**config.mk**
```make
export PLATFORM = sky130hd
export DESIGN_NAME = line_fold_at_last_blank
export DESIGN_NICKNAME = d
export VERILOG_FILES = /design/src/hw/rtl/lfb_pkg.sv /design/src/hw/rtl/lfb_ram.sv /design/src/hw/rtl/lfb_ctrl.sv /design/src/hw/rtl/lfb_dp.sv /design/src/hw/rtl/line_fold_at_last_blank.sv
export VERILOG_INCLUDE_DIRS = /design/src /design/src/hw/rtl
export SDC_FILE = /design/constraint.sdc
export NUM_CORES = 1
export LEC_CHECK = 0
export BUFFER_PORTS_ARGS = -buffer_cell sky130_fd_sc_hd__buf_2
export CAP_MARGIN = 25
export CORE_MARGIN = 2
export CORE_UTILIZATION = 60
export CTS_CLUSTER_DIAMETER = 80
export DETAILED_ROUTE_END_ITERATION = 8
export GPL_TIMING_DRIVEN = 0
export PLACE_DENSITY = 0.78
export RECOVER_POWER = 50
export SETUP_SLACK_MARGIN = 0.5
export SLEW_MARGIN = 10
export SYNTH_ARGS = -nofsm -noshare
export SYNTH_HDL_FRONTEND = slang
export SYNTH_SLANG_ARGS = --single-unit
```
**constraint.sdc**
```tcl
create_clock -name clk -period 8.6 [get_ports clk]
set_input_delay 0.43 -clock clk [delete_from_list [all_inputs] [get_ports clk]]
set_output_delay 0.43 -clock clk [all_outputs]
set_load 0.01 [all_outputs]
```
**src/hw/rtl/line_fold_at_last_blank_macros.svh**
```systemverilog
// ----------------------------------------------------------------------------
// Line fold assertion macros
// Concurrent assertion helpers; they expand to nothing in synthesis.
// ----------------------------------------------------------------------------
`ifndef LINE_FOLD_AT_LAST_BLANK_MACROS_SVH
`define LINE_FOLD_AT_LAST_BLANK_MACROS_SVH
`ifndef SYNTHESIS
// same-cycle implication
`define LFB_ASSERT_IMP(lbl, clk, rst, ante, cons) \
  lbl: assert property (@(posedge clk) disable iff (rst) (ante) |-> (cons)) \
    else $error("line fold assertion failed");
// next-cycle implication
`define LFB_ASSERT_NXT(lbl, clk, rst, ante, cons) \
  lbl: assert property (@(posedge clk) disable iff (rst) (ante) |=> (cons)) \
    else $error("line fold assertion failed");
`else
`define LFB_ASSERT_IMP(lbl, clk, rst, ante, cons)
`define LFB_ASSERT_NXT(lbl, clk, rst, ante, cons)
`endif
`endif

```
**src/hw/rtl/lfb_pkg.sv**
```systemverilog
`timescale 1ns / 1ps
// ----------------------------------------------------------------------------
// Line fold package
// Character codes and the control/status bundles between controller and
// datapath.
// ----------------------------------------------------------------------------
package lfb_pkg;

  localparam logic [7:0] CH_NL    = 8'd10;
  localparam logic [7:0] CH_BLANK = 8'd32;

  localparam int         COL_W    = 5;
  localparam logic [4:0] COL_MAX  = 5'd31;
  localparam logic [4:0] FOLD_RST = 5'd14;

  // which parts of an output run an item produces
  typedef struct packed {
    logic lead_en;   // held blank (as blank or newline) or a hard newline
    logic drain_en;  // held characters follow
    logic tail_en;   // closing newline or the character itself
  } plan_t;

  typedef struct packed {
    logic accept;
    logic load_lead;
    logic rd;
    logic load_drain;
    logic load_tail;
  } cmd_t;

  typedef struct packed {
    logic  out_free;
    plan_t plan_in;   // plan for the word at the input
    plan_t plan_q;    // plan of the item at work
    logic  drain_last;
  } stat_t;

endpackage

```
**src/hw/rtl/lfb_ram.sv**
```systemverilog
`timescale 1ns / 1ps
// ----------------------------------------------------------------------------
// Generic RAM
// One write port, one read port with registered read data.
// ----------------------------------------------------------------------------
module lfb_ram #(
  parameter int WIDTH = 8,
  parameter int DEPTH = 16
) (
  input  logic                     clk,
  input  logic                     we,
  input  logic [$clog2(DEPTH)-1:0] waddr,
  input  logic [WIDTH-1:0]         wdata,
  input  logic                     re,
  input  logic [$clog2(DEPTH)-1:0] raddr,
  output logic [WIDTH-1:0]         rdata
);

  logic [WIDTH-1:0] mem [DEPTH];

  always_ff @(posedge clk) begin
    if (we) begin
      mem[waddr] <= wdata;
    end
    if (re) begin
      rdata <= mem[raddr];
    end
  end

endmodule

```
**src/hw/rtl/lfb_ctrl.sv**
```systemverilog
`timescale 1ns / 1ps
// ----------------------------------------------------------------------------
// Line fold controller
// Sequences the output run of one item: lead word, held characters, tail.
// ----------------------------------------------------------------------------
module lfb_ctrl (
  input  logic          clk,
  input  logic          rst,
  input  logic          s_tvalid,
  output logic          s_tready,
  input  lfb_pkg::stat_t stat,
  output lfb_pkg::cmd_t  cmd
);
  import lfb_pkg::*;

  typedef enum logic [2:0] {
    IDLE,
    LEAD,
    DRAIN_RD,
    DRAIN_LD,
    TAIL
  } state_t;

  state_t state;

  // where the run goes after the lead word
  function automatic state_t after_lead(plan_t p);
    if (p.drain_en) begin
      return DRAIN_RD;
    end else if (p.tail_en) begin
      return TAIL;
    end
    return IDLE;
  endfunction

  // where the run goes after the held characters
  function automatic state_t after_drain(plan_t p);
    if (p.tail_en) begin
      return TAIL;
    end
    return IDLE;
  endfunction

  // command decode
  always_comb begin
    cmd            = '0;
    cmd.accept     = (state == IDLE) && s_tvalid;
    cmd.load_lead  = (state == LEAD) && stat.out_free;
    cmd.rd         = (state == DRAIN_RD);
    cmd.load_drain = (state == DRAIN_LD) && stat.out_free;
    cmd.load_tail  = (state == TAIL) && stat.out_free;
  end

  assign s_tready = (state == IDLE);

  // state register
  always_ff @(posedge clk) begin
    if (rst) begin
      state <= IDLE;
    end else begin
      case (state)
        IDLE: begin
          if (s_tvalid) begin
            if (stat.plan_in.lead_en) begin
              state <= LEAD;
            end else begin
              state <= after_lead(stat.plan_in);
            end
          end
        end
        LEAD: begin
          if (stat.out_free) begin
            state <= after_lead(stat.plan_q);
          end
        end
        DRAIN_RD: begin
          state <= DRAIN_LD;
        end
        DRAIN_LD: begin
          if (stat.out_free) begin
            if (stat.drain_last) begin
              state <= after_drain(stat.plan_q);
            end else begin
              state <= DRAIN_RD;
            end
          end
        end
        TAIL: begin
          if (stat.out_free) begin
            state <= IDLE;
          end
        end
        default: begin
          state <= IDLE;
        end
      endcase
    end
  end

endmodule

```
**src/hw/rtl/lfb_dp.sv**
```systemverilog
`timescale 1ns / 1ps
// ----------------------------------------------------------------------------
// Line fold datapath
// Column and hold state, fold decision, held character store, output word
// register.
// ----------------------------------------------------------------------------
module lfb_dp #(
  parameter int MAX_COLUMNS = 16
) (
  input  logic           clk,
  input  logic           rst,
  input  logic           cfg_we,
  input  logic [4:0]     cfg_wdata,
  input  logic [7:0]     s_tdata,
  input  lfb_pkg::cmd_t  cmd,
  input  logic           m_tready,
  output logic           m_tvalid,
  output logic [7:0]     m_tdata,
  output logic           m_tlast,
  output lfb_pkg::stat_t stat
);
  import lfb_pkg::*;

  localparam int PW   = $clog2(MAX_COLUMNS + 1);     // held count
  localparam int AW   = $clog2(MAX_COLUMNS);         // store address
  localparam int CMPW = ((PW > COL_W) ? PW : COL_W) + 1;

  // state
  logic [4:0]       fold_column;
  logic [COL_W-1:0] column_count;
  logic             blank_held;
  logic [PW-1:0]    pending_count;

  // item at work
  plan_t         plan_q;
  logic [7:0]    lead_char_q;
  logic [7:0]    tail_char_q;
  logic [PW-1:0] drain_n_q;
  logic [AW-1:0] rd_idx;

  logic [7:0] ram_rdata;
  logic       out_free;

  // fold decision
  logic [CMPW-1:0]  limit;
  logic [CMPW-1:0]  col_inc;
  logic [CMPW-1:0]  pc_inc;
  logic             over;
  logic             full;
  logic             is_nl;
  logic             is_blank;
  plan_t            plan_in;
  logic             lead_nl;
  logic             flush;
  logic             store;
  logic [7:0]       tail_char;
  logic [COL_W-1:0] column_count_next;
  logic             blank_held_next;
  logic [PW-1:0]    pending_count_next;
  logic             drain_last;

  function automatic logic [COL_W-1:0] sat_col(logic [CMPW-1:0] v);
    if (v > CMPW'(COL_MAX)) begin
      return COL_MAX;
    end
    return v[COL_W-1:0];
  endfunction

  // effective column limit, clamped to 1..MAX_COLUMNS
  always_comb begin
    if (fold_column == 5'd0) begin
      limit = CMPW'(1);
    end else if (CMPW'(fold_column) > CMPW'(MAX_COLUMNS)) begin
      limit = CMPW'(MAX_COLUMNS);
    end else begin
      limit = CMPW'(fold_column);
    end
  end

  assign col_inc  = CMPW'(column_count) + CMPW'(1);
  assign pc_inc   = CMPW'(pending_count) + CMPW'(1);
  assign over     = col_inc > limit;
  assign full     = blank_held && (pending_count >= PW'(MAX_COLUMNS));
  assign is_nl    = (s_tdata == CH_NL);
  assign is_blank = (s_tdata == CH_BLANK);

  // plan for the word at the input and the state it leaves
  always_comb begin
    plan_in            = '0;
    lead_nl            = 1'b0;
    flush              = 1'b0;
    store              = 1'b0;
    tail_char          = s_tdata;
    column_count_next  = column_count;
    blank_held_next    = blank_held;
    pending_count_next = pending_count;
    if (is_nl) begin
      plan_in.lead_en    = blank_held;
      flush              = 1'b1;
      plan_in.tail_en    = 1'b1;
      tail_char          = CH_NL;
      column_count_next  = '0;
      blank_held_next    = 1'b0;
      pending_count_next = '0;
    end else if (is_blank) begin
      plan_in.lead_en    = blank_held;
      flush              = 1'b1;
      pending_count_next = '0;
      if (over) begin
        // the new blank becomes the fold
        plan_in.tail_en   = 1'b1;
        tail_char         = CH_NL;
        column_count_next = '0;
        blank_held_next   = 1'b0;
      end else begin
        column_count_next = sat_col(col_inc);
        blank_held_next   = 1'b1;
      end
    end else if (over || full) begin
      plan_in.lead_en   = 1'b1;
      lead_nl           = 1'b1;
      plan_in.tail_en   = 1'b1;
      blank_held_next   = 1'b0;
      if (blank_held) begin
        // fold at the held blank, held text opens the new line
        flush              = 1'b1;
        column_count_next  = sat_col(pc_inc);
        pending_count_next = '0;
      end else begin
        // hard break
        column_count_next = COL_W'(1);
      end
    end else if (blank_held) begin
      store              = 1'b1;
      pending_count_next = pc_inc[PW-1:0];
      column_count_next  = sat_col(col_inc);
    end else begin
      plan_in.tail_en   = 1'b1;
      column_count_next = sat_col(col_inc);
    end
    plan_in.drain_en = flush && (pending_count != '0);
  end

  // config register
  always_ff @(posedge clk) begin
    if (rst) begin
      fold_column <= FOLD_RST;
    end else if (cfg_we) begin
      fold_column <= cfg_wdata;
    end
  end

  // line state
  always_ff @(posedge clk) begin
    if (rst) begin
      column_count  <= '0;
      blank_held    <= 1'b0;
      pending_count <= '0;
    end else if (cmd.accept) begin
      column_count  <= column_count_next;
      blank_held    <= blank_held_next;
      pending_count <= pending_count_next;
    end
  end

  // latched plan of the item at work
  always_ff @(posedge clk) begin
    if (cmd.accept) begin
      plan_q      <= plan_in;
      lead_char_q <= lead_nl ? CH_NL : CH_BLANK;
      tail_char_q <= tail_char;
      drain_n_q   <= flush ? pending_count : '0;
    end
  end

  // drain read index
  always_ff @(posedge clk) begin
    if (cmd.accept) begin
      rd_idx <= '0;
    end else if (cmd.load_drain) begin
      rd_idx <= rd_idx + AW'(1);
    end
  end

  assign drain_last = (PW'(rd_idx) + PW'(1)) == drain_n_q;

  // held character store
  lfb_ram #(
    .WIDTH (8),
    .DEPTH (MAX_COLUMNS)
  ) u_ram (
    .clk   (clk),
    .we    (cmd.accept && store),
    .waddr (pending_count[AW-1:0]),
    .wdata (s_tdata),
    .re    (cmd.rd),
    .raddr (rd_idx),
    .rdata (ram_rdata)
  );

  assign out_free = !m_tvalid || m_tready;

  // output word register
  always_ff @(posedge clk) begin
    if (rst) begin
      m_tvalid <= 1'b0;
    end else if (cmd.load_lead || cmd.load_drain || cmd.load_tail) begin
      m_tvalid <= 1'b1;
    end else if (m_tready) begin
      m_tvalid <= 1'b0;
    end
  end

  always_ff @(posedge clk) begin
    if (cmd.load_lead) begin
      m_tdata <= lead_char_q;
      m_tlast <= !plan_q.drain_en && !plan_q.tail_en;
    end else if (cmd.load_drain) begin
      m_tdata <= ram_rdata;
      m_tlast <= drain_last && !plan_q.tail_en;
    end else if (cmd.load_tail) begin
      m_tdata <= tail_char_q;
      m_tlast <= 1'b1;
    end
  end

  // status to controller
  always_comb begin
    stat.out_free   = out_free;
    stat.plan_in    = plan_in;
    stat.plan_q     = plan_q;
    stat.drain_last = drain_last;
  end

endmodule

```
**src/hw/rtl/line_fold_at_last_blank.sv**
```systemverilog
`timescale 1ns / 1ps
// ----------------------------------------------------------------------------
// Line fold at last blank
// Word wrap of a character stream at a set column.
// ----------------------------------------------------------------------------
// Input stream s_*: one character per word. Output stream m_*: the folded
// text, one character per word; m_tlast marks the final word caused by one
// input word. An input word may cause no output (a blank that is held, or a
// character stored behind a held blank) or up to MAX_COLUMNS + 1 words.
// cfg_we/cfg_wdata set the fold column (1..MAX_COLUMNS, 0 acts as 1, larger
// values act as MAX_COLUMNS); write it only while the block is idle.
// Sequence: an input word is accepted in IDLE; its run then steps through
// LEAD, DRAIN_RD/DRAIN_LD for each held character (store read, then output
// load) and TAIL, and each load waits for a free output register. An item
// with no output leaves the controller in IDLE. The next item is accepted
// once the last word of the run is loaded into the output register.
// Reset (synchronous, rst high) clears the column, the held blank and the
// held count, empties the output register and sets the fold column to 14.
// When the receiver stalls, the output word holds and the sequencer waits;
// s_tready stays low until the run is fully loaded.
// ----------------------------------------------------------------------------
`include "line_fold_at_last_blank_macros.svh"

module line_fold_at_last_blank #(
  parameter int MAX_COLUMNS = 16
) (
  input  logic       clk,
  input  logic       rst,
  input  logic       cfg_we,
  input  logic [4:0] cfg_wdata,   // fold_column
  input  logic       s_tvalid,
  output logic       s_tready,
  input  logic [7:0] s_tdata,     // [7:0] in_char
  output logic       m_tvalid,
  input  logic       m_tready,
  output logic [7:0] m_tdata,     // [7:0] out_char
  output logic       m_tlast      // last_of_run
);
  import lfb_pkg::*;

  cmd_t  cmd;
  stat_t stat;

  lfb_ctrl u_ctrl (
    .clk      (clk),
    .rst      (rst),
    .s_tvalid (s_tvalid),
    .s_tready (s_tready),
    .stat     (stat),
    .cmd      (cmd)
  );

  lfb_dp #(
    .MAX_COLUMNS (MAX_COLUMNS)
  ) u_dp (
    .clk       (clk),
    .rst       (rst),
    .cfg_we    (cfg_we),
    .cfg_wdata (cfg_wdata),
    .s_tdata   (s_tdata),
    .cmd       (cmd),
    .m_tready  (m_tready),
    .m_tvalid  (m_tvalid),
    .m_tdata   (m_tdata),
    .m_tlast   (m_tlast),
    .stat      (stat)
  );

  // a newline always produces output, so the block goes busy
  `LFB_ASSERT_NXT(a_nl_busy, clk, rst, s_tvalid && s_tready && (s_tdata == CH_NL), !s_tready)
  // words are only loaded into a free output register
  `LFB_ASSERT_IMP(a_load_free, clk, rst,
                  cmd.load_lead || cmd.load_drain || cmd.load_tail, !m_tvalid || m_tready)
  // while a run is unfinished no new input is taken
  `LFB_ASSERT_IMP(a_run_open, clk, rst, m_tvalid && !m_tlast, !s_tready)

endmodule
```
==> After elaboration in Yosys (flattened, before gate mapping) <==
Memory sizes are Yosys's and may differ from the RTL's. A register that Yosys moved wholly into a read port is not among the register bits.
Index checks and enable logic that the tools add are counted.
{ "classes": {"eq_ne": 11, "shift": 0, "bitwise": 0, "reduce_logical": 26, "mul": 0, "addsub": 4, "muxes": 99, "magnitude_cmp": 5, "div": 0} }
{ "ops": {"columns": ["operator", "n"], "rows": [
  ["2-to-1 mux 5 bit", 18],
  ["2-to-1 mux 1 bit", 60],
  ["2-to-1 mux 8 bit", 5],
  ["2-to-1 mux 3 bit", 13],
  ["case mux 3 bit (5 select lines)", 1],
  ["adder 5 x 1 -> 6 bit, second input constant", 2],
  ["greater-than comparator 6 x 5 -> 1 bit, second input constant", 2],
  ["2-to-1 mux 6 bit", 2],
  ["logical AND 1 bit", 9],
  ["nonzero test 3 bit", 3],
  ["equality test 8 x 4 -> 1 bit, second input constant", 1],
  ["equality test 8 x 6 -> 1 bit, second input constant", 1],
  ["equality test 3 x 2 -> 1 bit, second input constant", 2],
  ["greater-than comparator 6 bit", 1],
  ["inequality test 2 x 1 -> 1 bit, second input constant", 3],
  ["adder 4 x 1 -> 5 bit, second input constant", 1],
  ["equality test 5 bit", 1],
  ["greater-or-equal comparator 5 bit, second input constant", 1],
  ["greater-than comparator 5 bit, second input constant", 1],
  ["logical NOT 5 bit", 1],
  ["nonzero test 5 bit", 1],
  ["adder 4 x 1 -> 4 bit, second input constant", 1],
  ["logical OR 1 bit", 4],
  ["AND reduction 2 bit", 2],
  ["other kinds (7)", 9]
]} }
{ "totals": {"ramBits": 128, "mem_bits_ro": 0, "inputBits": 18, "n_memories": 1, "latchBits": 0, "reg_bits": 56} }
{ "mem_list": {"columns": ["memory", "words", "width", "read_ports", "rd_ports_with_merged_regs", "wr", "line_no", "text"], "rows": [
  ["u_dp.u_ram.mem", 16, 8, 1, 1, 1, "lfb_ram.sv:19", "logic [WIDTH-1:0] mem [DEPTH];"]
]} }

==> Longest topological paths before layout <==
Gate-level depths: netlist of the first run.
{ "logic_depth": {"word_depth": 18, "depth_mapped": 11, "mapped_depth_nobuf": 11} }

==> Hierarchy <==
From an unflattened synthesis of the first run, not the netlist that was laid out.
{ "hier_totals": {"cells_unflattened": 526, "hier_area_um2": 8124.0} }
{ "by_module_without_submodules": {"columns": ["mod", "n_inst", "area_each_um2", "cells_per_inst"], "rows": [
  ["lfb_ram", 1, 5227.5, 229],
  ["lfb_dp", 1, 2628.8, 260],
  ["lfb_ctrl", 1, 267.8, 37]
]} }

==> Worst setup path after synthesis of the first run <==
No wires, ideal clock.
{ "synth_path": {"path_kind": "flip-flop to flip-flop", "startpoint": "register u_dp.column_count[0]", "endpoint": "memory u_dp.u_ram.mem[1][0] (enable)", "setup_slack_ns": 5.548, "path_stages_with_launch": 12, "n_path_buf": 0, "arrival_ns": 2.668, "setup_time_ns": 0.383, "required_ns": 8.217, "cell_sequence": "dfxtp_1 > ha_1 > nand3_1 > xnor2_1 > ha_1 > and3_2 > o21ai_1 > a32o_2 > nand2_2 > nor2_2 > nand2_1 > nor3_1"} }
{ "synth_via": {"elab_chain_len": 9} }
{ "synth_rtl": {"columns": ["item", "line_no", "text"], "rows": [
  ["from (decl)", "lfb_dp.sv:30", "logic [COL_W-1:0] column_count;"],
  ["from (signal assigned)", "lfb_dp.sv:160", "column_count <= column_count_next;"],
  ["adder 5 x 1 -> 6 bit", "lfb_dp.sv:80", "assign col_inc = CMPW'(column_count) + CMPW'(1);"],
  ["greater-than comparator 6 bit", "lfb_dp.sv:82", "assign over = col_inc > limit;"],
  ["logical OR 1 bit", "lfb_dp.sv:119", "end else if (over || full) begin"],
  ["2-to-1 mux 1 bit", "lfb_dp.sv:119", null],
  ["2-to-1 mux 1 bit", "lfb_dp.sv:105", "end else if (is_blank) begin"],
  ["2-to-1 mux 1 bit", "lfb_dp.sv:97", "if (is_nl) begin"],
  ["logical AND 1 bit", "lfb_dp.sv:193", ".we (cmd.accept && store),"],
  ["2-to-1 mux 1 bit", "lfb_ram.sv:22", "if (we) begin"],
  ["2-to-1 mux 1 bit (not written as such)", "lfb_ram.sv:23", "mem[waddr] <= wdata;"],
  ["to (decl)", "lfb_ram.sv:19", null]
]} }
Every way passes these cells.

==> Final worst setup path of the first run <==
{ "layout_path": {"startpoint": "register u_dp.column_count[0]", "endpoint": "memory u_dp.u_ram.mem[0][4] (enable)"} }
Same word-level chain as after synthesis.

==> results.sh, run 1 <==
export IMPL_vias=4534
export IMPL_area_delta_synth_final_pct=11.89
export IMPL_yosys_cell_types_count=68
export IMPL_switching_share_pct=22.36
export IMPL_crit_slowest_cell="nor3_2"
export IMPL_critPathKind="reg -> reg"
export IMPL_drv_slew=0
export IMPL_netlist_area_leader_share_pct=60.89
export IMPL_layout_drive_gt1_share_pct=19.29
export IMPL_hp_start="cfg_wdata[1]"
export IMPL_core_area_um2=13140
export IMPL_crit_chain="ha_1, nand3_1, xnor2_1, ha_1, and3_2, o21ai_1, a32o_2, nand2_2, nor2_2, nand2_1, nor3_2"
export IMPL_final_nets=581
export IMPL_power_density_nw_per_um2=211.6
export IMPL_regArea_um2=5345
export IMPL_synth_edf_count=162
export IMPL_clockPowerShare_pct=42.2
export IMPL_track_usage_pct=23.35
export IMPL_synth_area_leader_cell="edfxtp_1"
export IMPL_r2r_slack_ns=4.79
export IMPL_synthArstFlopShare_pct=0
export IMPL_min_period_ns=3.809
export IMPL_worstPathArrival_ns=3.87
export IMPL_dominantRegCellSynth="edfxtp_1"
export IMPL_synthTopCellsByArea="edfxtp_1 61%, mux4_2 11%, dfxtp_1 6.0%"
export IMPL_crit_buf_inv=0
export IMPL_fmax_mhz=262.5
export IMPL_r2r_end="u_dp.u_ram.mem[0][4]"
export IMPL_cts_root_buffer="clkbuf_16"
export IMPL_h_tree_depth=4
export IMPL_clk_pin_slew_ns=0.07
export IMPL_gp_congestion=0.8424
export IMPL_multi_input_area_um2=2439
export IMPL_met3_usage_pct=4.406
export IMPL_total_power_mw=1.891
export IMPL_drtIter0Drc=529
export IMPL_critPathMostFrequentCell="ha_1"
export IMPL_hold_path_depth=2
export IMPL_clock_sinks=186
export IMPL_fin_skew_ns=0.006869
export IMPL_fp_dieH_um=119.4
export IMPL_die_w_um=119.4
export IMPL_seq_area_frac_synth_pct=66.91
export IMPL_dieArea_um2=14250
export IMPL_cp_data_required_time_ns=8.66
export IMPL_worst_slew_pin_slew_ns=1.176
export IMPL_tns_ns=0
export IMPL_switching_power_uw=422.9
export IMPL_grt_pass1_wl_um=24570
export IMPL_startpoint="u_dp.column_count[0]"
export IMPL_reg2reg_depth=11
export IMPL_cp_top_family="simple AND/OR/NAND/NOR gates"
export IMPL_dp_cells=709
export IMPL_r2r_start="u_dp.column_count[0]"
export IMPL_dp_final_hpwl_um=10510
export IMPL_wl_um=15670
export IMPL_startpoint_type="register"
export IMPL_busiest_layer="met2"
export IMPL_ant_nets=0
export IMPL_critPathMaxStageDelay_ns=0.70
export IMPL_design_area_um2=8939
export IMPL_start_util_pct=60.81
export IMPL_grt_pass1_vias=4512
export IMPL_synth_most_common_cell="edfxtp_1"
export IMPL_fin_crit_sh_pct=44.30
export IMPL_gr_total_overflow=0
export IMPL_hold_viol=0
export IMPL_dpl_cell_area_um2=8369
export IMPL_status="completed"
export IMPL_grt_max_degree=26
export IMPL_cp_max_fo=10
export IMPL_whs_endpoint="u_dp.fold_column[1]"
export IMPL_hold_buffers=0
export IMPL_crit_cells=11
export IMPL_cts_tree="yes"
export IMPL_drc=0
export IMPL_setup_violations=0
export IMPL_intPower_mw=1.468
export IMPL_syn_inst=505
export IMPL_syn_area_um2=7989
export IMPL_leakagePower_nw=2.901
export IMPL_layout_cells_non_filler=741
export IMPL_slew_headroom_pct=21.61
export IMPL_p_comb_share_pct=4.5
export IMPL_synthesis_nets=534
export IMPL_grt_setup_unrepaired="false"
export IMPL_num_rows=42
export IMPL_cts_made_buffers=17
export IMPL_ys_seq_elements=186
export IMPL_postCtsSetupRepairBufs=0
export IMPL_drv_cap=0
export IMPL_clockBufferDepth=2
export IMPL_met1_usage_pct=32.14
export IMPL_io_pins=29
export IMPL_vdd_drop_max_v=0.0001677
export IMPL_via_per_inst=6.119
export IMPL_port_buffer_count=27
export IMPL_critPathCaptureType="register"
export IMPL_drt_pass1_iterations=6
export IMPL_antenna_found_initial=0
export IMPL_wl_per_cell_um=21.14
export IMPL_cts_resized=0
export IMPL_gr_usage_met2_pct=37.82
export IMPL_synth_avg_cell_area_um2=15.82
export IMPL_synth_warnings=0
export IMPL_clk_latency_ns=0.43
export IMPL_fillers=908
export IMPL_pwr_share_seq_pct=53.3
export IMPL_diodes=0
export IMPL_holdCritPathClass="in -> reg"
export IMPL_synth_commonest_cells="162 x edfxtp_1, 40 x mux4_2, 35 x nand2_1, 32 x nor2_1, 24 x dfxtp_1"
-- stage by stage --
step                setup WS [ns]  util (%)  hold slack (ns)
floorplan                   5.548         -           0.4611
global placement            4.699     63.51           0.4869
detailed placement          4.938     63.70           0.4982
CTS                         4.894     68.34           0.2032
global route                4.552     68.04           0.2099
finish                      4.791     68.04           0.2072
-- placed cells by master, fill, tap and decap left out, types with 4 or more instances in the layout --
cell type  instances
edfxtp_1         162
mux4_2            40
clkbuf_1          35
nand2_1           35
nor2_1            32
dfxtp_1           24
clkbuf_16         17
o21ai_0           15
nand3_1           13
a21oi_1           13
buf_2             13
o21ai_1           11
ha_1              11
inv_1              8
nor2b_1            8
and2_1             7
nand2b_1           7
xnor2_1            6
nand3b_1           6
a211oi_1           6
xor2_1             5
nor3_1             4
or3_1              4
clkbuf_8           4
nor3_2             4
nor3b_1            4
inv_8              4
-- state kept, by name, indices dropped and copies added, names as in the netlist --
| register | flops |
|---|---|
| u_dp.u_ram.mem | 128 |
| u_dp.blank_held | 1 |
| u_dp.lead_char_q | 2 |
| u_dp.stat | 2 |
| u_dp.m_tlast | 1 |
| u_dp.column_count | 5 |
| u_dp.drain_n_q | 5 |
| u_dp.pending_count | 5 |
| u_dp.rd_idx | 4 |
| u_dp.m_tvalid | 1 |
| u_ctrl.state | 3 |
| u_dp.tail_char_q | 8 |
| u_dp.u_ram.rdata | 8 |
| u_dp.m_tdata | 8 |
| u_dp.fold_column | 5 |
-- kinds of logic (layout without fill, tap and decap cells) --
group	Yosys count	count (layout)	synth area share (%)
fa+ha+maj	12	12	1.848
simple gates	143	143	9.836
compound gates	72	72	5.936
mux	43	43	11.65
buf+inv	38	98	2.615
xor+xnor	11	11	1.206
flops	186	186	66.91
-- final cells by class --
type,instances,area share (%)
Buffer,29,1.946
Clock buffer,17,4.759
Clock inverter,15,2.058
Inverter,9,0.3779
Multi-Input combinational cell,281,27.28
Sequential cell,186,59.80
Tap cell,176,2.464
Timing Repair Buffer,28,1.316
-- power by group through the flow --
| stage | clock network, mW | logic (mW) | registers, mW |
|---|---|---|---|
| floorplan | 0 | 0.0507 | 1.03 |
| global placement | 0 | 0.0833 | 1.03 |
| detailed placement | 0 | 0.0876 | 1.03 |
| CTS | 0.801 | 0.0882 | 1.01 |
| global route | 0.842 | 0.0943 | 1.01 |
| finish | 0.799 | 0.0846 | 1.01 |
-- routing by layer --
layer / vias up / routed length (um)
li1: 2066 / -
met1: 2275 / 6729
met2: 170 / 7722
met3: 23 / 900
met4: 0 / 315
met5: - / 0
-- how the worst max path moves through the flow --
stage                     slack [ns]               endpoint
after global placement          4.70   u_dp.u_ram.mem[0][5]
after global routing            4.55   u_dp.u_ram.mem[2][1]
after detailed placement        4.94  u_dp.u_ram.mem[12][2]
final                           4.79   u_dp.u_ram.mem[0][4]
after floorplan                 5.55   u_dp.u_ram.mem[1][0]
after CTS                       4.89  u_dp.u_ram.mem[12][1]
Note: power is estimated with default switching activity, not from simulation.
==> run 2, diff against run 1 <==
- ABC_AREA: default -> 1
- clock period: 8.6 -> 3.6 ns (I/O delays scaled with it)
==> run 2 against run 1 <==
Against the previous run: cell count increased by 32%; critical path depth increased by 2; die area increased by 2.2%; setup slack got worse by 4.2 ns; wire length increased by 22%; flip-flop and latch count unchanged; sequential share of layout area decreased by 3.6 points; global-route usage increased by 4.4 points; via count increased by 27%; largest cell class unchanged; critical path type unchanged; critical endpoint is now u_dp.u_ram.mem[0][1].
==> results.sh, run 2 <==
export IMPL_clock_sinks=186
export IMPL_yosys_cell_types_count=38
export IMPL_critPathCaptureType="register"
export IMPL_leakagePower_nw=3.422
export IMPL_antenna_found_initial=0
export IMPL_io_pins=29
export IMPL_vdd_drop_max_v=0.0004547
export IMPL_fin_skew_ns=0.008287
export IMPL_setup_violations=0
export IMPL_synth_warnings=0
export IMPL_final_cell_mix="162 x edfxtp_1, 93 x nand2_1, 77 x inv_1"
export IMPL_startpoint_type="register"
export IMPL_slew_headroom_pct=29.63
export IMPL_clk_pin_slew_ns=0.07
export IMPL_vias=5757
export IMPL_intPower_mw=3.623
export IMPL_synth_most_common_cell="edfxtp_1"
export IMPL_h_tree_depth=4
export IMPL_grt_max_degree=21
export IMPL_synth_commonest_cells="162 x edfxtp_1, 98 x nand2_1, 78 x inv_1, 64 x a21oi_1, 60 x o21ai_0"
export IMPL_crit_chain="or4_4, nand2_2, nand2_1, ha_1, nand2_1, nand2_1, nand2_1, nand2_2, a21boi_4, nand3_4, nor2_4, nand2_4, nor2_4"
export IMPL_start_util_pct=61.47
export IMPL_syn_inst=718
export IMPL_tns_ns=0
export IMPL_drtIter0Drc=718
export IMPL_final_nets=817
export IMPL_port_buffer_count=28
export IMPL_layout_drive_gt1_share_pct=14.86
export IMPL_cts_made_buffers=17
export IMPL_worst_slew_pin_slew_ns=1.056
export IMPL_switching_share_pct=25.98
export IMPL_netlist_area_leader_share_pct=59.52
export IMPL_power_density_nw_per_um2=514.0
export IMPL_grt_pass1_wl_um=29420
export IMPL_via_per_inst=5.893
export IMPL_gp_congestion=0.8920
export IMPL_wl_um=19090
export IMPL_fp_dieH_um=120.7
export IMPL_synthArstFlopShare_pct=0
export IMPL_seq_area_frac_synth_pct=65.40
export IMPL_critPathMaxStageDelay_ns=0.53
export IMPL_critPathKind="reg -> reg"
export IMPL_wl_per_cell_um=19.54
export IMPL_synth_avg_cell_area_um2=11.38
export IMPL_total_power_mw=4.894
export IMPL_grt_setup_unrepaired="false"
export IMPL_cp_data_required_time_ns=3.72
export IMPL_dieArea_um2=14570
export IMPL_syn_area_um2=8173
export IMPL_clockBufferDepth=2
export IMPL_clockPowerShare_pct=38.5
export IMPL_synth_edf_count=162
export IMPL_pwr_share_seq_pct=51.3
export IMPL_switching_power_mw=1.271
export IMPL_cts_tree="yes"
export IMPL_hold_viol=0
export IMPL_status="completed"
export IMPL_gr_total_overflow=0
export IMPL_clk_latency_ns=0.44
export IMPL_drt_pass1_iterations=6
export IMPL_area_delta_synth_final_pct=16.50
export IMPL_synthesis_nets=747
export IMPL_fmax_mhz=333.7
export IMPL_drc=0
export IMPL_critPathMostFrequentCell="nand2_1"
export IMPL_dominantRegCellSynth="edfxtp_1"
export IMPL_track_usage_pct=27.72
export IMPL_holdCritPathClass="in -> reg"
export IMPL_p_comb_share_pct=10.3
export IMPL_cp_max_fo=8
export IMPL_grt_pass1_vias=5422
export IMPL_diodes=0
export IMPL_ant_nets=0
export IMPL_core_area_um2=13300
export IMPL_fin_crit_sh_pct=83.23
export IMPL_synthTopCellsByArea="edfxtp_1 60%, dfxtp_1 5.9%, nand2_1 4.5%"
export IMPL_drv_cap=0
export IMPL_crit_slowest_cell="or4_4"
export IMPL_top_register="u_dp.u_ram.mem"
export IMPL_final_common_cell="edfxtp_1"
export IMPL_drv_slew=0
export IMPL_cts_root_buffer="clkbuf_16"
export IMPL_largest_reg_flops=128
export IMPL_die_w_um=120.7
export IMPL_num_rows=42
export IMPL_synth_area_leader_cell="edfxtp_1"
export IMPL_ys_seq_elements=186
export IMPL_dp_final_hpwl_um=12650
export IMPL_worstPathArrival_ns=3.11
export IMPL_min_period_ns=2.996
-- run 2: worst paths after layout --
kind,endpoint,startpoint,slack [ns],cells after the start
worst max register to register,u_dp.u_ram.mem[0][1],u_dp.fold_column[0],0.60,13
worst min-delay path,u_dp.fold_column[2],cfg_we,0.02,3
worst min register to register,u_dp.fold_column[1],u_dp.fold_column[1],0.49,2
worst max-delay path,u_dp.u_ram.mem[0][1],u_dp.fold_column[0],0.60,13
-- run 2: worst max-delay path, delay by kind of cell, from the launching register on --
kind                     cells  cell delay [ns]
flip-flops                   1             0.32
AO/OA/AOI/OAI                1             0.23
adder cells (fa/ha/maj)      1             0.31
AND/OR/NAND/NOR             11             1.81
-- run 2: final cells by class --
type,instances,area (um2)
clock inverter,15,180.2
clock buffer,17,425.4
buffer,33,140.1
fill,931,3774
tap,176,220.2
sequential,186,5349
inverter,83,311.5
multi-input combinational,416,2522
timing repair buffer,51,372.9
-- run 2: layer usage --
layer | share of wire [%] | track usage [%] | vias up
met3 | 9.4 | 5.660 | 38
met4 | 2.4 | 10.25 | 0
li1 | - | - | 2659
met5 | 0 | 0 | -
met2 | 48 | 43.89 | 269
met1 | 40 | 38.34 | 2791
-- run 2: through the flow --
| stage | cells | util, % | hold slack (ns) | worst slack, ns | cell area, um2 |
|---|---|---|---|---|---|
| after detailed placement | 924 | 64.26 | 0.3939 | 0.1631 | 8543 |
| after floorplan | 718 | - | 0.2491 | 0.7244 | 8173 |
| after CTS | 965 | 70.58 | 0.006862 | 0.3736 | 9384 |
| final | 977 | 71.62 | 0.01556 | 0.6037 | 9522 |
| after global placement | 922 | 64.18 | 0.3862 | 0.2056 | 8533 |
| after global routing | 977 | 71.62 | 0.02878 | 0.5061 | 9522 |
-- run 2: power groups by stage --
stage | Sequential [mW] | Clock, mW | Combinational, mW
2_1_floorplan | 2.57 | 0 | 0.299
3_3_place_gp | 2.55 | 0 | 0.469
3_5_place_dp | 2.56 | 0 | 0.485
4_1_cts | 2.51 | 1.88 | 0.495
5_1_grt | 2.52 | 1.97 | 0.560
6_report | 2.51 | 1.88 | 0.502
-- run 2: cell families (layout without fill, tap and decap cells) --
kind of cell               count (synthesis)  after routing  share of synthesized area [%]
and+or+nand+nor                          200            200                          11.13
AOI/OAI and AO/OA                        163            163                          11.25
adders and majority gates                 11             11                          1.684
buffers and inverters                    116            199                          5.542
DFF                                      186            186                          65.40
muxes                                     32             32                          3.919
xor gates and xnor gates                  10             10                          1.072
-- run 2: repair_timing --
item	4_1_cts	5_1_grt
pin swaps	4	21
setup endpoints to repair	120	127
gates resized for setup	31	17
hold endpoints to repair	5	0
setup buffers	3	12
hold buffers	6	0
